**config.mk**
```make
export PLATFORM = sky130hd
export DESIGN_NAME = csv_record_splitter
export DESIGN_NICKNAME = d
export VERILOG_FILES = /design/src/rtl/csvrs_pkg.sv /design/src/rtl/csv_record_splitter.sv
export SDC_FILE = /design/constraint.sdc
export NUM_CORES = 1
export LEC_CHECK = 0
export BUFFER_PORTS_ARGS = -buffer_cell sky130_fd_sc_hd__clkbuf_2
export CORE_MARGIN = 10
export CORE_UTILIZATION = 40
export DETAILED_ROUTE_END_ITERATION = 10
export PLACE_DENSITY = 0.62
export REMOVE_ABC_BUFFERS = 1
export SLEW_MARGIN = 20
export SYNTH_ARGS = -nofsm -noshare
export SYNTH_HDL_FRONTEND = slang
export SYNTH_SLANG_ARGS = --single-unit
```
**constraint.sdc**
```tcl
create_clock -name clk -period 9 [get_ports clk]
set_clock_uncertainty 0.1 [all_clocks]
set_input_delay 0.9 -clock clk [delete_from_list [all_inputs] [get_ports clk]]
set_output_delay 0.9 -clock clk [all_outputs]
set_load 0.02 [all_outputs]
```
**src/rtl/csvrs_pkg.sv**
```systemverilog
package csvrs_pkg;

  localparam int LINE_COUNT_BITS = 16;
  localparam int FIFO_DEPTH      = 4;
  localparam int FIFO_PTR_BITS   = $clog2(FIFO_DEPTH);
  localparam int FIFO_CNT_BITS   = $clog2(FIFO_DEPTH + 1);
  localparam int CFG_INDEX_BITS  = 3;
  localparam int CFG_DATA_BITS   = 16;

  localparam logic [7:0] BYTE_LF = 8'd10;
  localparam logic [7:0] BYTE_CR = 8'd13;

  localparam logic [1:0] KIND_PAYLOAD = 2'd0;
  localparam logic [1:0] KIND_END     = 2'd1;
  localparam logic [1:0] KIND_DISCARD = 2'd2;
  localparam logic [1:0] KIND_ERROR   = 2'd3;

  localparam logic [1:0] ERR_NONE     = 2'd0;
  localparam logic [1:0] ERR_OPEN_QUOTE = 2'd1;
  localparam logic [1:0] ERR_TOO_LONG = 2'd2;

  localparam logic [CFG_INDEX_BITS-1:0] CFG_DELIMITER       = 3'd0;
  localparam logic [CFG_INDEX_BITS-1:0] CFG_QUOTE_BYTE      = 3'd1;
  localparam logic [CFG_INDEX_BITS-1:0] CFG_COMMENT_BYTE    = 3'd2;
  localparam logic [CFG_INDEX_BITS-1:0] CFG_COMMENT_ENABLE  = 3'd3;
  localparam logic [CFG_INDEX_BITS-1:0] CFG_QUOTED_NEWLINES = 3'd4;
  localparam logic [CFG_INDEX_BITS-1:0] CFG_SKIP_BLANK      = 3'd5;
  localparam logic [CFG_INDEX_BITS-1:0] CFG_MAX_LINE        = 3'd6;
  localparam logic [CFG_INDEX_BITS-1:0] CFG_DROP_LEFTOVER   = 3'd7;

  typedef enum logic [6:0] {
    ST_NEW        = 7'b0000001,
    ST_FIELD      = 7'b0000010,
    ST_QUOTED     = 7'b0000100,
    ST_QQ         = 7'b0001000,
    ST_CR         = 7'b0010000,
    ST_COMMENT    = 7'b0100000,
    ST_COMMENT_CR = 7'b1000000
  } parse_state_t;

  typedef struct packed {
    logic       operation;
    logic [7:0] in_byte;
  } in_item_t;

  typedef struct packed {
    logic [1:0] kind;
    logic [7:0] out_byte;
    logic [1:0] error_code;
    logic       last;
  } out_item_t;

endpackage

```
**src/rtl/csv_record_splitter.sv**
```systemverilog
// channel | ports                         | payload
// in      | in_valid, in_ready, in_data   | in_item_t: operation, in_byte
// out     | out_valid, out_ready, out_data| out_item_t: kind, out_byte, error_code, last
// cfg     | cfg_valid, cfg_ready          | cfg_index, cfg_data (always ready)
//
// one input beat per ready cycle: the parser state updates in the accept cycle and its
// zero to two results go into a four-entry result queue that drives out_data
// in_ready is high while the queue has room for two results, so an item with two
// results (lone cr followed by a byte, or a discard and an error) briefly outpaces
// the single output beat per cycle and out_ready stalls back up through the queue
// synchronous active-low reset returns to line start, clears the sticky error,
// empties the queue and loads the register defaults
module csv_record_splitter (
  input  logic                               clk,
  input  logic                               rst_n,
  input  logic                               in_valid,
  output logic                               in_ready,
  input  csvrs_pkg::in_item_t                in_data,
  output logic                               out_valid,
  input  logic                               out_ready,
  output csvrs_pkg::out_item_t               out_data,
  input  logic                               cfg_valid,
  output logic                               cfg_ready,
  input  logic [csvrs_pkg::CFG_INDEX_BITS-1:0] cfg_index,
  input  logic [csvrs_pkg::CFG_DATA_BITS-1:0]  cfg_data
);
  import csvrs_pkg::*;

  localparam logic [LINE_COUNT_BITS-1:0] CNT_MAX = {LINE_COUNT_BITS{1'b1}};

  // configuration registers
  logic [7:0]  delimiter_r, quote_byte_r, comment_byte_r;
  logic        comment_enable_r, quoted_newlines_r, skip_blank_r, drop_leftover_r;
  logic [15:0] max_line_r;

  // parser state
  parse_state_t                state_r, state_nxt;
  logic [LINE_COUNT_BITS-1:0]  line_count_r, line_count_nxt;
  logic                        line_started_r, line_started_nxt;
  logic                        payload_seen_r, payload_seen_nxt;
  logic                        error_stuck_r, error_stuck_nxt;

  // result queue
  out_item_t                   fifo_r [FIFO_DEPTH];
  logic [FIFO_PTR_BITS-1:0]    wr_ptr_r, rd_ptr_r;
  logic [FIFO_CNT_BITS-1:0]    fifo_cnt_r;

  out_item_t                   res_w [2];
  logic [1:0]                  nres_w;
  logic                        go_w;
  logic [7:0]                  b_w;
  logic                        in_acc, out_acc;

  assign cfg_ready = 1'b1;
  assign in_ready  = (fifo_cnt_r <= FIFO_CNT_BITS'(2));
  assign out_valid = (fifo_cnt_r != '0);
  assign out_data  = fifo_r[rd_ptr_r];
  assign in_acc    = in_valid && in_ready;
  assign out_acc   = out_valid && out_ready;
  assign b_w       = in_data.in_byte;

  function automatic out_item_t mk_res(logic [1:0] kind, logic [7:0] b, logic [1:0] code);
    out_item_t r;
    r.kind       = kind;
    r.out_byte   = b;
    r.error_code = code;
    r.last       = 1'b0;
    return r;
  endfunction

  always_comb begin
    state_nxt        = state_r;
    line_count_nxt   = line_count_r;
    line_started_nxt = line_started_r;
    payload_seen_nxt = payload_seen_r;
    error_stuck_nxt  = error_stuck_r;
    res_w[0]         = mk_res(KIND_PAYLOAD, 8'd0, ERR_NONE);
    res_w[1]         = mk_res(KIND_PAYLOAD, 8'd0, ERR_NONE);
    nres_w           = 2'd0;
    go_w             = 1'b1;

    if (in_acc && !error_stuck_r) begin
      if (in_data.operation) begin
        // end of input
        if (line_started_nxt && state_nxt != ST_COMMENT && state_nxt != ST_COMMENT_CR) begin
          if (drop_leftover_r) begin
            if (payload_seen_nxt) begin
              res_w[nres_w[0]] = mk_res(KIND_DISCARD, 8'd0, ERR_NONE);
              nres_w = nres_w + 2'd1;
            end
          end else if (state_nxt == ST_QUOTED) begin
            if (payload_seen_nxt) begin
              res_w[nres_w[0]] = mk_res(KIND_DISCARD, 8'd0, ERR_NONE);
              nres_w = nres_w + 2'd1;
            end
            res_w[nres_w[0]] = mk_res(KIND_ERROR, 8'd0, ERR_OPEN_QUOTE);
            nres_w = nres_w + 2'd1;
            error_stuck_nxt = 1'b1;
          end else if (payload_seen_nxt || !skip_blank_r) begin
            res_w[nres_w[0]] = mk_res(KIND_END, 8'd0, ERR_NONE);
            nres_w = nres_w + 2'd1;
          end
        end
        state_nxt        = ST_NEW;
        line_count_nxt   = '0;
        line_started_nxt = 1'b0;
        payload_seen_nxt = 1'b0;
      end else begin
        if (state_r == ST_CR || state_r == ST_COMMENT_CR) begin
          if (b_w == BYTE_LF) begin
            go_w = 1'b0;
            if (state_r == ST_CR) begin
              // lf of cr lf counts toward the line length
              if (line_count_nxt != CNT_MAX) line_count_nxt = line_count_nxt + 1'b1;
              if (max_line_r != '0 && 32'(line_count_nxt) >= 32'(max_line_r)) begin
                if (payload_seen_nxt) begin
                  res_w[nres_w[0]] = mk_res(KIND_DISCARD, 8'd0, ERR_NONE);
                  nres_w = nres_w + 2'd1;
                end
                res_w[nres_w[0]] = mk_res(KIND_ERROR, 8'd0, ERR_TOO_LONG);
                nres_w = nres_w + 2'd1;
                error_stuck_nxt = 1'b1;
              end else if (payload_seen_nxt || !skip_blank_r) begin
                res_w[nres_w[0]] = mk_res(KIND_END, 8'd0, ERR_NONE);
                nres_w = nres_w + 2'd1;
              end
            end
          end else if (state_r == ST_CR && (payload_seen_nxt || !skip_blank_r)) begin
            // lone cr ends the record, this byte starts the next line
            res_w[nres_w[0]] = mk_res(KIND_END, 8'd0, ERR_NONE);
            nres_w = nres_w + 2'd1;
          end
          state_nxt        = ST_NEW;
          line_count_nxt   = '0;
          line_started_nxt = 1'b0;
          payload_seen_nxt = 1'b0;
        end else if (state_r == ST_COMMENT) begin
          go_w = 1'b0;
          if (b_w == BYTE_LF) begin
            state_nxt        = ST_NEW;
            line_count_nxt   = '0;
            line_started_nxt = 1'b0;
            payload_seen_nxt = 1'b0;
          end else if (b_w == BYTE_CR) begin
            state_nxt = ST_COMMENT_CR;
          end
        end

        if (go_w && !line_started_nxt) begin
          line_started_nxt = 1'b1;
          if (comment_enable_r && b_w == comment_byte_r) begin
            state_nxt = ST_COMMENT;
            go_w      = 1'b0;
          end
        end

        if (go_w) begin
          if (line_count_nxt != CNT_MAX) line_count_nxt = line_count_nxt + 1'b1;
          if (max_line_r != '0 && 32'(line_count_nxt) >= 32'(max_line_r)) begin
            if (payload_seen_nxt) begin
              res_w[nres_w[0]] = mk_res(KIND_DISCARD, 8'd0, ERR_NONE);
              nres_w = nres_w + 2'd1;
            end
            res_w[nres_w[0]] = mk_res(KIND_ERROR, 8'd0, ERR_TOO_LONG);
            nres_w = nres_w + 2'd1;
            error_stuck_nxt  = 1'b1;
            state_nxt        = ST_NEW;
            line_count_nxt   = '0;
            line_started_nxt = 1'b0;
            payload_seen_nxt = 1'b0;
          end else begin
            case (state_nxt)
              ST_FIELD: begin
                if (b_w == delimiter_r) begin
                  res_w[nres_w[0]] = mk_res(KIND_PAYLOAD, b_w, ERR_NONE);
                  nres_w = nres_w + 2'd1;
                  payload_seen_nxt = 1'b1;
                  state_nxt = ST_NEW;
                end else if (b_w == BYTE_LF) begin
                  if (payload_seen_nxt || !skip_blank_r) begin
                    res_w[nres_w[0]] = mk_res(KIND_END, 8'd0, ERR_NONE);
                    nres_w = nres_w + 2'd1;
                  end
                  state_nxt        = ST_NEW;
                  line_count_nxt   = '0;
                  line_started_nxt = 1'b0;
                  payload_seen_nxt = 1'b0;
                end else if (b_w == BYTE_CR) begin
                  state_nxt = ST_CR;
                end else begin
                  res_w[nres_w[0]] = mk_res(KIND_PAYLOAD, b_w, ERR_NONE);
                  nres_w = nres_w + 2'd1;
                  payload_seen_nxt = 1'b1;
                  state_nxt = ST_FIELD;
                end
              end
              ST_QUOTED: begin
                res_w[nres_w[0]] = mk_res(KIND_PAYLOAD, b_w, ERR_NONE);
                nres_w = nres_w + 2'd1;
                payload_seen_nxt = 1'b1;
                state_nxt = (b_w == quote_byte_r) ? ST_QQ : ST_QUOTED;
              end
              ST_QQ: begin
                if (b_w == delimiter_r) begin
                  res_w[nres_w[0]] = mk_res(KIND_PAYLOAD, b_w, ERR_NONE);
                  nres_w = nres_w + 2'd1;
                  payload_seen_nxt = 1'b1;
                  state_nxt = ST_NEW;
                end else if (b_w == quote_byte_r) begin
                  // doubled quote, still inside the quoted field
                  res_w[nres_w[0]] = mk_res(KIND_PAYLOAD, b_w, ERR_NONE);
                  nres_w = nres_w + 2'd1;
                  payload_seen_nxt = 1'b1;
                  state_nxt = ST_QUOTED;
                end else if (b_w == BYTE_LF) begin
                  if (payload_seen_nxt || !skip_blank_r) begin
                    res_w[nres_w[0]] = mk_res(KIND_END, 8'd0, ERR_NONE);
                    nres_w = nres_w + 2'd1;
                  end
                  state_nxt        = ST_NEW;
                  line_count_nxt   = '0;
                  line_started_nxt = 1'b0;
                  payload_seen_nxt = 1'b0;
                end else if (b_w == BYTE_CR) begin
                  state_nxt = ST_CR;
                end else begin
                  res_w[nres_w[0]] = mk_res(KIND_PAYLOAD, b_w, ERR_NONE);
                  nres_w = nres_w + 2'd1;
                  payload_seen_nxt = 1'b1;
                  state_nxt = ST_FIELD;
                end
              end
              default: begin
                if (b_w == delimiter_r) begin
                  res_w[nres_w[0]] = mk_res(KIND_PAYLOAD, b_w, ERR_NONE);
                  nres_w = nres_w + 2'd1;
                  payload_seen_nxt = 1'b1;
                  state_nxt = ST_NEW;
                end else if (quoted_newlines_r && b_w == quote_byte_r) begin
                  res_w[nres_w[0]] = mk_res(KIND_PAYLOAD, b_w, ERR_NONE);
                  nres_w = nres_w + 2'd1;
                  payload_seen_nxt = 1'b1;
                  state_nxt = ST_QUOTED;
                end else if (b_w == BYTE_LF) begin
                  if (payload_seen_nxt || !skip_blank_r) begin
                    res_w[nres_w[0]] = mk_res(KIND_END, 8'd0, ERR_NONE);
                    nres_w = nres_w + 2'd1;
                  end
                  state_nxt        = ST_NEW;
                  line_count_nxt   = '0;
                  line_started_nxt = 1'b0;
                  payload_seen_nxt = 1'b0;
                end else if (b_w == BYTE_CR) begin
                  state_nxt = ST_CR;
                end else begin
                  res_w[nres_w[0]] = mk_res(KIND_PAYLOAD, b_w, ERR_NONE);
                  nres_w = nres_w + 2'd1;
                  payload_seen_nxt = 1'b1;
                  state_nxt = ST_FIELD;
                end
              end
            endcase
          end
        end
      end
    end

    if (nres_w == 2'd2) begin
      res_w[1].last = 1'b1;
    end else if (nres_w == 2'd1) begin
      res_w[0].last = 1'b1;
    end
  end

  always_ff @(posedge clk) begin
    if (!rst_n) begin
      delimiter_r       <= 8'd44;
      quote_byte_r      <= 8'd34;
      comment_byte_r    <= 8'd35;
      comment_enable_r  <= 1'b0;
      quoted_newlines_r <= 1'b1;
      skip_blank_r      <= 1'b0;
      max_line_r        <= 16'd0;
      drop_leftover_r   <= 1'b0;
    end else if (cfg_valid && cfg_ready) begin
      case (cfg_index)
        CFG_DELIMITER:       delimiter_r       <= cfg_data[7:0];
        CFG_QUOTE_BYTE:      quote_byte_r      <= cfg_data[7:0];
        CFG_COMMENT_BYTE:    comment_byte_r    <= cfg_data[7:0];
        CFG_COMMENT_ENABLE:  comment_enable_r  <= cfg_data[0];
        CFG_QUOTED_NEWLINES: quoted_newlines_r <= cfg_data[0];
        CFG_SKIP_BLANK:      skip_blank_r      <= cfg_data[0];
        CFG_MAX_LINE:        max_line_r        <= cfg_data[15:0];
        CFG_DROP_LEFTOVER:   drop_leftover_r   <= cfg_data[0];
        default: ;
      endcase
    end
  end

  always_ff @(posedge clk) begin
    if (!rst_n) begin
      state_r        <= ST_NEW;
      line_count_r   <= '0;
      line_started_r <= 1'b0;
      payload_seen_r <= 1'b0;
      error_stuck_r  <= 1'b0;
      wr_ptr_r       <= '0;
      rd_ptr_r       <= '0;
      fifo_cnt_r     <= '0;
    end else begin
      state_r        <= state_nxt;
      line_count_r   <= line_count_nxt;
      line_started_r <= line_started_nxt;
      payload_seen_r <= payload_seen_nxt;
      error_stuck_r  <= error_stuck_nxt;
      wr_ptr_r       <= wr_ptr_r + FIFO_PTR_BITS'(nres_w);
      if (out_acc) rd_ptr_r <= rd_ptr_r + 1'b1;
      fifo_cnt_r     <= fifo_cnt_r + FIFO_CNT_BITS'(nres_w) - FIFO_CNT_BITS'(out_acc);
    end
  end

  // queue payload, no reset needed
  always_ff @(posedge clk) begin
    if (nres_w != 2'd0) fifo_r[wr_ptr_r] <= res_w[0];
    if (nres_w == 2'd2) fifo_r[wr_ptr_r + 1'b1] <= res_w[1];
  end

`ifndef SYNTH
  a_stuck_holds: assert property (@(posedge clk) disable iff (!rst_n)
    error_stuck_r |=> error_stuck_r)
    else $error("sticky error cleared without reset");

  a_no_results_when_stuck: assert property (@(posedge clk) disable iff (!rst_n)
    error_stuck_r |-> nres_w == 2'd0)
    else $error("result produced while error is stuck");

  a_queue_bound: assert property (@(posedge clk) disable iff (!rst_n)
    fifo_cnt_r <= FIFO_CNT_BITS'(FIFO_DEPTH))
    else $error("result queue overflow");

  a_push_shows: assert property (@(posedge clk) disable iff (!rst_n)
    (nres_w != 2'd0) |=> out_valid)
    else $error("pushed result not presented");

  a_code_only_on_error: assert property (@(posedge clk) disable iff (!rst_n)
    (out_valid && out_data.kind != KIND_ERROR) |-> out_data.error_code == ERR_NONE)
    else $error("error code on a non-error result");
`endif

endmodule
```
== Word level (Yosys, flattened, before mapping) ==
Memories as Yosys holds them, arrays and structs flattened. A register that Yosys moved wholly into a read port is not among the register bits.
Index checks and enable logic that the tools add are counted.

* Flip-flop bits (word level): 77
* Latch bits: 0
* Bits in writable memories: 52
* Memory bits (read-only): 0
* Logic and storage cells: 320
* Memories: 1

* Add/sub/neg operators: 11
* Multipliers: 0
* Divide/modulo/power cells: 0
* $lt $le $gt $ge: 11
* Equality and inequality tests: 28
* Shift operators: 0
* Multiplexer cells: 200
* Bitwise operators: 19
* Reductions and logical operators: 34

{| class="wikitable"
|+ Memory list
! memory !! depth !! bits a word !! read ports !! clocked after memory_dff !! write ports !! line !! source
|-
| fifo_r || 4 || 13 || 1 || 1 || 2 || csv_record_splitter.sv:44 || <nowiki>out_item_t fifo_r [FIFO_DEPTH];</nowiki>
|}

{| class="wikitable"
|+ Operator list
! kind !! number
|-
| $mux 26 || 22
|-
| $mux 16 || 24
|-
| $mux 13 || 24
|-
| $mux 7 || 17
|-
| $mux 2 || 39
|-
| $pmux 26 s3 || 1
|-
| $and 20x20->20 || 3
|-
| $not 20->20 || 3
|-
| $mux 1 || 59
|-
| $demux 13 s1 || 4
|-
| $and 24x24->24 || 2
|-
| $not 24->24 || 2
|-
| $pmux 16 s3 || 1
|-
| $add 16x1->16 const B || 2
|-
| $ge 16x16->1 || 2
|-
| $ne 16x16->1 const B || 2
|-
| $bwmux 26 || 1
|-
| $eq 8x8->1 || 3
|-
| $mux 12 || 2
|-
| $pmux 7 s3 || 1
|-
| $or 6x6->6 || 3
|-
| $eq 8x4->1 const B || 2
|-
| $reduce_and 2->1 || 8
|-
| $reduce_bool 16->1 || 1
|-
| other kinds (35) || 75
|}

== Depth between registers and ports, before layout ==
Gate-level depths: netlist (run 1).

* Word-level depth: 41
* Depth in mapped cells: 31
* Gate-level depth less buffers: 28

== Least setup slack after synthesis (run 1) ==
No wires, ideal clock.

* Path kind: input to register
* Start point: input port in_data[1] (netlist bit)
* End point: memory fifo_r[0][0] (netlist bit) (enable)
* Library setup time: 0.404 ns
* Arrival: 6.129 ns
* Slack: 2.367 ns
* Stages on the path: 24
* Path through: clkbuf_1 nor4bb_1 a311oi_1 or2_2 clkbuf_1 and2_1 ha_1 nand2_1 nor3_1 nor3b_1 nand3_1 xor2_1 nor2_1 ha_1 nand2_1 a2111oi_0 a21oi_1 nor2_1 a211oi_1 o31a_4 nor2_4 buf_6 nor2_1 o31ai_1

{| class="wikitable"
|+ RTL lines
! element !! line !! source
|-
| start, declared || csv_record_splitter.sv:18 || <nowiki>input csvrs_pkg::in_item_t in_data,</nowiki>
|-
| end, declared || csv_record_splitter.sv:44 ||
|}

== Worst setup path after layout (run 1) ==
* Start point: input port in_data[1] (netlist bit)
* End point: register fifo_cnt_r[2]

* Cells in the longest elaborated chain, start to end: 19
* Elaborated cells between the ends (all ways): 78
* Those cells by class: add/sub: 5; order compare: 1; eq/ne: 9; mux: 57; reduce/logical: 6

{| class="wikitable"
|+ Ends and longest elaborated chain
! element !! line !! source
|-
| $eq 8x4->1 || n/a ||
|-
| $mux 16 / $mux 1 (equally long branches) || csv_record_splitter.sv:139 || <nowiki>if (b_w == BYTE_LF) begin</nowiki>
|-
| $mux 16 / $mux 1 (equally long branches) || csv_record_splitter.sv:137 || <nowiki>end else if (state_r == ST_COMMENT) begin</nowiki>
|-
| $mux 16 / $mux 1 (equally long branches) || csv_record_splitter.sv:109 || <nowiki>if (state_r == ST_CR || state_r == ST_COMMENT_CR) begin</nowiki>
|-
| $mux 16 / $mux 1 (equally long branches) || csv_record_splitter.sv:83 || <nowiki>if (in_data.operation) begin</nowiki>
|-
| $mux 16 / $mux 1 (equally long branches) || csv_record_splitter.sv:82 || <nowiki>if (in_acc && !error_stuck_r) begin</nowiki>
|-
| $add 16x1->16, or another cell as far along || csv_record_splitter.sv:158 || <nowiki>if (line_count_nxt != CNT_MAX) line_count_nxt = line_count_nxt + 1'b1;</nowiki>
|-
| $mux 16 / $logic_and 1x1->1 (equally long branches) || csv_record_splitter.sv:158, csv_record_splitter.sv:149 ||
|-
| [... 3 more ...] || n/a ||
|-
| $ge 16x16->1, or another cell as far along || csv_record_splitter.sv:159 || <nowiki>if (max_line_r != '0 && 32'(line_count_nxt) >= 32'(max_line_r)) begin</nowiki>
|-
| $logic_and 1x1->1 / $pmux 2 s3 (equally long branches) || csv_record_splitter.sv:159, csv_record_splitter.sv:172 ||
|-
| $mux 2 || csv_record_splitter.sv:159 ||
|-
| $mux 2 (*) || csv_record_splitter.sv:157 || <nowiki>if (go_w) begin</nowiki>
|-
| $mux 2 (*) || csv_record_splitter.sv:83 ||
|-
| $mux 2 (*) || csv_record_splitter.sv:82 ||
|-
| $add 3x2->3 (*) || csv_record_splitter.sv:318 || <nowiki>fifo_cnt_r <= fifo_cnt_r + FIFO_CNT_BITS'(nres_w) - FIFO_CNT_BITS'(out_acc);</nowiki>
|-
| $sub 3x1->3 (*) || csv_record_splitter.sv:318 ||
|-
| end signal, assigned || csv_record_splitter.sv:318 ||
|-
| end, declared || csv_record_splitter.sv:46 || <nowiki>logic [FIFO_CNT_BITS-1:0] fifo_cnt_r;</nowiki>
|}

Every way passes the cells marked *; elsewhere a longest branch is shown, timed or not. The select of a mux whose other input is x is not followed.
A chain may end at the register's enable or synchronous reset.

==> results of run 1 <==
[cell type report]
cell class / count / area (um2)
fill: 1940 / 10960
multi-input combinational: 722 / 4652
sequential: 131 / 3143
clock buffer: 17 / 425.4
tap: 270 / 337.8
timing repair buffer: 53 / 280.3
clock inverter: 15 / 165.2
inverter: 37 / 138.9
[worst paths after layout]
check	start	endpoint	slack [ns]	cells past startpoint
worst max register to register	state_r[1]	fifo_cnt_r[2]	2.26	26
worst min-delay path	max_line_r[11]	max_line_r[11]	0.37	2
worst max-delay path	in_data[1]	fifo_cnt_r[2]	2.19	27
worst min register to register	max_line_r[11]	max_line_r[11]	0.37	2
[synthesized netlist by cell type, drive strengths merged (3+ instances only)]
master   number  area (um2)
a211oi        5       37.54
a21o          4       32.53
a21oi        82       410.4
a22oi        15       112.6
a311oi        3       26.28
a31oi         7       43.79
and2         15       93.84
and3         10       62.56
buf           9       57.54
clkbuf       36       135.1
dfxtp        79        1582
edfxtp       52        1562
ha           42       525.5
inv          36       135.1
mux2          8       93.84
mux2i        11       110.1
mux4         13       292.8
nand2       156       585.6
nand2b        8       50.05
nand3        32       160.2
nand4        13       81.33
nor2         97       394.1
nor2b        10       62.56
nor3         16       85.08
nor4         12       75.07
nor4b         3       41.29
o2111ai       3       61.31
o21a          6       46.30
o21ai        40       200.2
o31a          3       43.79
o31ai         3       22.52
or2           5       31.28
or3          15       93.84
or4           4       33.78
xnor2        25       219.0
xor2         22       192.7
[stage by stage]
step	instance area (um2)	cells	hold slack, ns
final	9143	1245	0.3709
after global routing	9143	1245	0.3981
after CTS	9136	1245	0.3727
after detailed placement	8546	1213	0.3618
after global placement	8546	1213	0.3572
after floorplan	7923	890	0.3441
[cells by family (layout without fill, tap and decap cells)]
| family | Yosys count | after routing |
|---|---|---|
| AOI/OAI and AO/OA | 192 | 192 |
| xor gates and xnor gates | 47 | 47 |
| adders and majority gates | 43 | 43 |
| buffers and inverters | 82 | 122 |
| DFF | 131 | 131 |
| muxes | 32 | 32 |
| other | 1 | 1 |
| and+or+nand+nor | 407 | 407 |
[state kept, by name (all words and copies together) (netlist names), named ones only]
| register | count |
|---|---|
| comment_byte_r | 8 |
| comment_enable_r | 1 |
| delimiter_r | 8 |
| drop_leftover_r | 1 |
| error_stuck_r | 1 |
| fifo_cnt_r | 3 |
| fifo_r | 52 |
| line_count_r | 16 |
| line_started_r | 1 |
| max_line_r | 16 |
| payload_seen_r | 1 |
| quote_byte_r | 8 |
| quoted_newlines_r | 1 |
| rd_ptr_r | 2 |
| skip_blank_r | 1 |
| state_r | 7 |
| wr_ptr_r | 2 |
[worst max-delay path, stage by stage]
cell and delay [ns]:
clkbuf_2 0.19, nor4bb_1 0.44, a311oi_1 0.26, or2_2 0.41
and2_1 0.21, ha_1 0.22, nand2_1 0.10, nor3_1 0.06
nor3b_1 0.43, nand3_1 0.16, xor2_1 0.18, nor2_1 0.08
ha_1 0.27, nand2_1 0.05, a2111oi_0 0.53, a21oi_1 0.25
nor2_1 0.45, a211oi_1 0.17, o31a_4 0.17, nor2_4 0.28
inv_1 0.09, ha_1 0.28, inv_1 0.04, ha_1 0.18
fa_1 0.38, xnor2_1 0.17, nor2_1 0.06
[per-layer routing]
| metal | GRT usage | wire [um] |
|---|---|---|
| met2 | 0.2636 | 9852 |
| met1 | 0.2213 | 10150 |
| met4 | 0.03722 | 210 |
| met3 | 0.03438 | 1046 |
| met5 | 0 | 0 |
[power by group through the flow]
stage | clock network, mW | logic (mW) | registers (mW)
2_1_floorplan | 0 | 0.285 | 0.720
3_3_place_gp | 0 | 0.400 | 0.735
3_5_place_dp | 0 | 0.406 | 0.735
4_1_cts | 0.705 | 0.407 | 0.722
5_1_grt | 0.729 | 0.450 | 0.729
6_report | 0.696 | 0.404 | 0.721
==> flow_metrics.env, run 1 <==
export IMPL_critPathLaunchType="input pin"
export IMPL_cts_root_buf="clkbuf_16"
export IMPL_route_vias_total=6893
export IMPL_worstPathRequired_ns=9.19
export IMPL_report_final_slew_viol_count=0
export IMPL_max_cap_violations=0
export IMPL_syn2layout_area_growth_pct=12.66
export IMPL_die_w_um=162.4
export IMPL_drcViolationCount=0
export IMPL_layout_common_cells="156 x nand2_1, 86 x nor2_1, 82 x a21oi_1"
export IMPL_dp_slack_ns=1.789
export IMPL_clock_latency_ns=0.43
export IMPL_worstPathMaxFanout=13
export IMPL_cts_tree="built"
export IMPL_muxShareOfSynthArea=0.06121
export IMPL_tns_ns=0
export IMPL_detail_route_antenna_nets=0
export IMPL_power_density_nw_per_um2=199.1
export IMPL_synth_area_um2=8115
export IMPL_boundaryPins=49
export IMPL_ys_seq_area_frac=0.3873
export IMPL_ir_drop_v=0.0001386
export IMPL_ys_flop_type="dfxtp_1"
export IMPL_htree_levels=4
export IMPL_coreArea_um2=20100
export IMPL_combPwrFrac=0.222
export IMPL_rows=52
export IMPL_clkTransAtPathRegs_ns=0.07
export IMPL_min_period_ns=6.812
export IMPL_status="completed"
export IMPL_cts_buffer_depth=2
export IMPL_postCtsHoldBufs=0
export IMPL_relSlewSlack=0.3635
export IMPL_synth_fa_ha_area_frac=0.06722
export IMPL_antenna_found_initial=0
export IMPL_synth_edf_count=52
export IMPL_synth_cell_types=80
export IMPL_die_area_um2=26390
export IMPL_gp_congestion=0.8864
export IMPL_cts_buffers=17
export IMPL_pwr_share_seq=0.396
export IMPL_max_clock_freq_mhz=146.8
export IMPL_power_internal_mw=1.232
export IMPL_pwr_share_clk=0.382
export IMPL_grt_usage=0.1640
export IMPL_yosys_area_share_simple=0.2405
export IMPL_drt_initial_drc_count=565
export IMPL_fin_ws_ns=2.188
export IMPL_tightest_slew_ns=0.9512
export IMPL_io_buffers=47
export IMPL_layout_commonest_cell="nand2_1"
export IMPL_hold_path_class="reg -> reg"
export IMPL_power_switching_uw=588.0
export IMPL_hpwlAfterDp_um=15940
export IMPL_rsz0062_at_grt="false"
export IMPL_fin_crit_sh=0.7569
export IMPL_via_per_inst=5.537
export IMPL_ys_ff_latch=131
export IMPL_p_leak_nw=3.498
export IMPL_avgSynthCellArea_um2=8.679
export IMPL_synthArstFlopShare=0
export IMPL_setup_viol=0
export IMPL_num_nets_final=1038
export IMPL_grt_max_degree=66
export IMPL_dieHeight_um=162.4
export IMPL_grt_pass1_wl_um=35310
export IMPL_cts_num_sinks=131
export IMPL_first_pass_iters=5
export IMPL_synth_top_family_by_area="simple AND/OR/NAND/NOR gates"
export IMPL_fin_util=0.4548
export IMPL_wl_per_cell_um=17.07
export IMPL_routed_wl_um=21260
export IMPL_synth_compound_area_frac=0.1517
export IMPL_switching_share=0.3231
export IMPL_synth_cells=935
export IMPL_cts_resized=0
export IMPL_hold_viol=0
export IMPL_layout_drive_gt1_share=0.1436
export IMPL_initial_utilization=0.4037
export IMPL_post_cts_buffers=0
export IMPL_crit_path_end_kind="flip-flop"
export IMPL_antenna_cells=0
export IMPL_crit_type="in -> reg"
export IMPL_gr_total_overflow=0
export IMPL_yosys_warnings=0
export IMPL_synth_xor_area_share=0.05072
export IMPL_critPathArrivalTime_ns=7.00
export IMPL_grt_pass1_vias=6659
export IMPL_totalPowerFinal_mw=1.820
Note: power is estimated with default switching activity, not from simulation.
==> run 2, diff against run 1 <==
--- a/config.mk
+++ b/config.mk
@@ -9,7 +9,7 @@
 export CORE_MARGIN = 10
 export CORE_UTILIZATION = 40
 export DETAILED_ROUTE_END_ITERATION = 10
-export PLACE_DENSITY = 0.62
+export PLACE_DENSITY = 0.64
 export REMOVE_ABC_BUFFERS = 1
 export SLEW_MARGIN = 20
 export SYNTH_ARGS = -nofsm -noshare
==> constraint.sdc (replaced) <==
create_clock -name clk -period 5.7 [get_ports clk]
set_clock_uncertainty 0.1 [all_clocks]
set_input_delay 0.57 -clock clk [delete_from_list [all_inputs] [get_ports clk]]
set_output_delay 0.57 -clock clk [all_outputs]
set_load 0.02 [all_outputs]
==> flow_metrics.env, run 2 (synthesized netlist as in run 1, its figures left out) <==
export IMPL_tightest_slew_ns=0.9504
export IMPL_cts_num_sinks=131
export IMPL_grt_pass1_wl_um=36020
export IMPL_syn2layout_area_growth_pct=21.17
export IMPL_routed_wl_um=22250
export IMPL_largest_register="fifo_r"
export IMPL_via_per_inst=5.478
export IMPL_gr_total_overflow=0
export IMPL_crit_path_cell_trace="nor2b_2, a311oi_2, or2_2, and2_1, ha_1, nand2_1, nor3_2, buf_4, or3_1, a21oi_1, ha_1, a211oi_1, o221ai_1, a21oi_2, nor2_1, a211oi_1, o31a_4, nor2_4, inv_1, ha_1, inv_1, ha_1, fa_1, and2_1"
export IMPL_p_leak_nw=3.890
export IMPL_ir_drop_v=0.0002111
export IMPL_clock_latency_ns=0.43
export IMPL_critPathArrivalTime_ns=5.69
export IMPL_power_switching_uw=907.1
export IMPL_place_area_um2=9106
export IMPL_setup_viol=0
export IMPL_rsz0062_at_grt="true"
export IMPL_drcViolationCount=0
export IMPL_grtUsageMet2=0.2754
export IMPL_max_clock_freq_mhz=182.7
export IMPL_largest_reg_flops=52
export IMPL_worst_path_buf_inv=3
export IMPL_postCtsHoldBufs=0
export IMPL_power_density_nw_per_um2=306.1
export IMPL_fin_crit_sh=0.9601
export IMPL_grt_max_degree=59
export IMPL_crit_path_end_kind="flip-flop"
export IMPL_slowest_delay_ns=0.47
export IMPL_gp_congestion=0.8909
export IMPL_antenna_found_initial=0
export IMPL_die_area_um2=26390
export IMPL_combPwrFrac=0.231
export IMPL_route_vias_total=7203
export IMPL_power_internal_mw=2.103
export IMPL_antenna_cells=0
export IMPL_wl_per_cell_um=16.92
export IMPL_layout_commonest_cell="nand2_1"
export IMPL_layout_common_cells="154 x nand2_1, 83 x nor2_1, 81 x a21oi_1"
export IMPL_boundaryPins=49
export IMPL_timing_rr_start="state_r[5]"
export IMPL_hold_path_class="in -> reg"
export IMPL_cts_tree="built"
export IMPL_fin_ws_ns=0.2274
export IMPL_nFillCells=1912
export IMPL_cts_root_buf="clkbuf_16"
export IMPL_hold_viol=0
export IMPL_crit_path_top_delay_cell="dfxtp_1"
export IMPL_first_pass_iters=5
export IMPL_coreArea_um2=20100
export IMPL_dieHeight_um=162.4
export IMPL_initial_utilization=0.4037
export IMPL_layout_drive_gt1_share=0.2172
export IMPL_switching_share=0.3014
export IMPL_tns_ns=0
export IMPL_worstPathMaxFanout=8
export IMPL_worstPathRequired_ns=5.92
export IMPL_status="completed"
export IMPL_design_area_um2=9833
export IMPL_io_buffers=47
export IMPL_hp_start="cfg_data[15]"
export IMPL_crit_type="reg -> reg"
export IMPL_crit_family="compound AO/OA/AOI/OAI gates"
export IMPL_clkTransAtPathRegs_ns=0.06
export IMPL_grt_usage=0.1675
export IMPL_max_cap_violations=0
export IMPL_pwr_share_seq=0.378
export IMPL_crit_path_frequent_cell="ha_1"
export IMPL_gr_usage_met1=0.2147
export IMPL_critPathLaunchType="flip-flop"
export IMPL_cts_buffer_depth=2
export IMPL_rows=52
export IMPL_cts_buffers=17
export IMPL_num_nets_final=1108
export IMPL_detail_route_antenna_nets=0
export IMPL_die_w_um=162.4
export IMPL_pwr_share_clk=0.391
export IMPL_met3_usage=0.03463
export IMPL_relSlewSlack=0.3641
export IMPL_grt_pass1_vias=7011
export IMPL_drt_initial_drc_count=590
export IMPL_min_period_ns=5.473
export IMPL_reg_largest_list="fifo_r x52, line_count_r x16, max_line_r x16"
export IMPL_critPathLaunch="state_r[5]"
export IMPL_grt_busiest_layer="met2"
export IMPL_hpwlAfterDp_um=16340
export IMPL_dp_slack_ns=-0.1352
export IMPL_htree_levels=4
export IMPL_report_final_slew_viol_count=0
[run 2: path summary, 6_finish.rpt]
| check | depth (start not counted) | slack, ns | end |
|---|---|---|---|
| max | 24 | 0.23 | fifo_cnt_r[1] |
| max reg2reg | 24 | 0.23 | fifo_cnt_r[1] |
| min reg2reg | 2 | 0.37 | delimiter_r[6] |
| min | 3 | 0.26 | max_line_r[15] |
[run 2: power by group through the flow]
stage	combinational (mW)	clock [mW]	sequential, mW
finish	0.697	1.18	1.14
global route	0.768	1.23	1.15
CTS	0.697	1.19	1.14
detailed placement	0.692	0	1.16
global placement	0.688	0	1.16
floorplan	0.450	0	1.14
[run 2: through the flow]
| stage | utilization | cells | power [mW] | hold slack, ns |
|---|---|---|---|---|
| 2_1_floorplan | - | 890 | 1.586 | 0.3441 |
| 3_3_place_gp | 0.4530 | 1281 | 1.845 | 0.3544 |
| 3_5_place_dp | 0.4530 | 1281 | 1.852 | 0.3586 |
| 4_1_cts | 0.4843 | 1313 | 3.026 | 0.2508 |
| 5_1_grt | 0.4891 | 1315 | 3.151 | 0.2817 |
| 6_report | 0.4891 | 1315 | 3.010 | 0.2605 |
[run 2: timing repair]
item | in CTS | in global routing
resized for setup | 0 | 23
endpoints found under the setup margin | 0 | 106
buffers inserted | 0 | 2
[run 2: cell type report]
class | count | area [um2] | area share
clock inverters | 14 | 200.2 | 0.02036
well taps | 270 | 337.8 | 0.03436
flip-flops and latches | 131 | 3148 | 0.3201
clock buffers | 18 | 429.2 | 0.04364
repair buffers | 123 | 855.8 | 0.08703
inverters | 37 | 138.9 | 0.01412
multi-input cells | 722 | 4723 | 0.4803
[run 2: layer usage]
layer | routed length, um | part of all wire
met5 | 0 | 0
met4 | 464 | 0.021
met3 | 1259 | 0.057
met2 | 10530 | 0.47
met1 | 9995 | 0.45
[run 2: worst min-delay path, delay by kind of cell]
family                 cells  cell delay (ns)
AO/OA/AOI/OAI              1             0.05
AND/OR/NAND/NOR            1             0.04
buffers and inverters      1             0.08
==> run 3, diff against run 2 <==
--- a/config.mk
+++ b/config.mk
@@ -8,6 +8,7 @@
 export BUFFER_PORTS_ARGS = -buffer_cell sky130_fd_sc_hd__clkbuf_2
 export CORE_MARGIN = 10
 export CORE_UTILIZATION = 40
+export CTS_BUF_LIST = sky130_fd_sc_hd__clkbuf_4 sky130_fd_sc_hd__clkbuf_8
 export DETAILED_ROUTE_END_ITERATION = 10
 export PLACE_DENSITY = 0.64
 export REMOVE_ABC_BUFFERS = 1
==> flow_metrics.env, run 3 (synthesized netlist as in run 1, its figures left out) <==
export IMPL_status="completed"
export IMPL_cts_tree="built"
export IMPL_htree_levels=4
export IMPL_drcViolationCount=0
export IMPL_design_area_um2=9664
export IMPL_layout_common_cells="154 x nand2_1, 82 x nor2_1, 81 x a21oi_1"
export IMPL_combPwrFrac=0.257
export IMPL_report_final_slew_viol_count=0
export IMPL_rows=52
export IMPL_power_internal_mw=1.853
export IMPL_fin_ws_ns=0.2863
export IMPL_grt_pass1_wl_um=35870
export IMPL_hp_start="cfg_data[15]"
export IMPL_max_clock_freq_mhz=184.7
export IMPL_dieHeight_um=162.4
export IMPL_largest_register="fifo_r"
export IMPL_gr_total_overflow=0
export IMPL_cts_num_sinks=131
export IMPL_drt_initial_drc_count=585
export IMPL_cts_buffer_depth=2
export IMPL_max_cap_violations=0
export IMPL_instances_no_fill=1315
export IMPL_num_nets_final=1108
export IMPL_boundaryPins=49
export IMPL_die_area_um2=26390
export IMPL_crit_path_end_kind="flip-flop"
export IMPL_nFillCells=1929
export IMPL_worstPathRequired_ns=5.95
export IMPL_syn2layout_area_growth_pct=19.09
export IMPL_switching_share=0.3203
export IMPL_critPathLaunchType="flip-flop"
export IMPL_gp_congestion=0.8909
export IMPL_layout_drive_gt1_share=0.2239
export IMPL_grt_usage=0.1669
export IMPL_antenna_found_initial=0
export IMPL_critPathLaunch="line_count_r[12]"
export IMPL_power_switching_uw=873.0
export IMPL_io_buffers=47
export IMPL_postCtsHoldBufs=0
export IMPL_fin_util=0.4807
export IMPL_tightest_slew_ns=0.9547
export IMPL_pwr_share_seq=0.416
export IMPL_dp_cells=1281
export IMPL_hold_path_class="in -> reg"
export IMPL_reg_largest_list="fifo_r x52, line_count_r x16, max_line_r x16"
export IMPL_wl_per_cell_um=16.82
export IMPL_first_pass_iters=5
export IMPL_pwr_share_clk=0.327
export IMPL_fin_crit_sh=0.9498
export IMPL_clkTransAtPathRegs_ns=0.08
export IMPL_coreArea_um2=20100
export IMPL_cts_buffers=17
export IMPL_reg2reg_depth=24
export IMPL_die_w_um=162.4
export IMPL_largest_reg_flops=52
export IMPL_route_vias_total=7183
export IMPL_dp_slack_ns=-0.1352
export IMPL_grt_busiest_layer="met2"
export IMPL_timing_rr_start="line_count_r[12]"
export IMPL_cts_root_buf="clkbuf_8"
export IMPL_layout_commonest_cell="nand2_1"
export IMPL_relSlewSlack=0.3612
export IMPL_power_density_nw_per_um2=282.0
export IMPL_hpwlAfterDp_um=16340
export IMPL_ir_drop_v=0.0001464
export IMPL_antenna_cells=0
export IMPL_clock_latency_ns=0.45
export IMPL_gr_usage_met1=0.2122
export IMPL_met3_usage=0.03438
export IMPL_initial_utilization=0.4037
export IMPL_hold_depth=3
export IMPL_grt_max_degree=59
export IMPL_setup_viol=0
export IMPL_critPathArrivalTime_ns=5.66
export IMPL_worstPathMaxFanout=7
export IMPL_via_per_inst=5.462
export IMPL_min_period_ns=5.414
export IMPL_grtUsageMet2=0.2783
export IMPL_place_area_um2=9106
export IMPL_routed_wl_um=22120
export IMPL_hold_viol=0
export IMPL_crit_type="reg -> reg"
export IMPL_detail_route_antenna_nets=0
export IMPL_grt_pass1_vias=6988
export IMPL_p_leak_nw=3.811
run 3: cell count changes in the layout (fill, tap and decap cells not counted), moves of 3 or more:
| cell | previous run | this run |
|---|---|---|
| clkbuf_16 | 17 | 0 |
| dfxtp_1 | 75 | 72 |
| dfxtp_2 | 4 | 7 |
| clkbuf_8 | 0 | 17 |
run 3: critical path, cell delays in order (launching register included):
cell	delay, ns
dfxtp_1	0.35
and3_1	0.23
nand2b_1	0.18
nor2_2	0.07
buf_4	0.16
or3_1	0.37
nand2_1	0.11
ha_1	0.24
a21oi_1	0.14
o21ai_0	0.08
a21oi_1	0.22
o41ai_2	0.11
buf_4	0.17
a41o_1	0.24
or2_2	0.34
ha_1	0.31
or3_1	0.37
and3_1	0.18
a22o_1	0.24
a21o_2	0.20
inv_2	0.05
ha_1	0.21
inv_1	0.08
fa_1	0.37
and2_1	0.16
run 3: per-layer routing:
| metal | wire length (um) | vias to the layer above |
|---|---|---|
| li1 | - | 3532 |
| met1 | 9896 | 3404 |
| met2 | 10600 | 212 |
| met3 | 1245 | 35 |
| met4 | 385 | 0 |
| met5 | 0 | - |
run 3: cell type report:
class,instances,area (um2),area share
well taps,270,337.8,0.03496
inverters,37,138.9,0.01437
clock buffers,18,241.5,0.02499
flip-flops and latches,131,3152,0.3261
clock inverters,14,200.2,0.02071
multi-input cells,722,4738,0.4903
repair buffers,123,855.8,0.08856
run 3: power groups by stage:
stage | Sequential (mW) | Clock [mW] | Combinational (mW)
after global placement | 1.16 | 0 | 0.688
after CTS | 1.14 | 0.905 | 0.696
after floorplan | 1.14 | 0 | 0.450
final | 1.13 | 0.891 | 0.700
after global routing | 1.15 | 0.944 | 0.772
after detailed placement | 1.16 | 0 | 0.692
run 3: what timing repair did:
item	CTS	global route
setup buffers	0	2
resized for setup	0	30
setup endpoints to repair	0	109
run 3: final timing paths:
kind                                        to  slack [ns]
worst min-delay path            max_line_r[15]        0.23
worst max-delay path             fifo_cnt_r[1]        0.29
worst max register to register   fifo_cnt_r[1]        0.29
worst min register to register  delimiter_r[6]        0.37
run 3: metrics by stage:
stage                     setup TNS [ns]  hold WS (ns)  power (mW)
final                                  0        0.2325       2.725
after detailed placement         -0.3700        0.3586       1.852
after global routing            -0.09579        0.2407       2.867
after CTS                              0        0.2039       2.740
after global placement           -0.2231        0.3544       1.845
after floorplan                   -16.53        0.3441       1.586
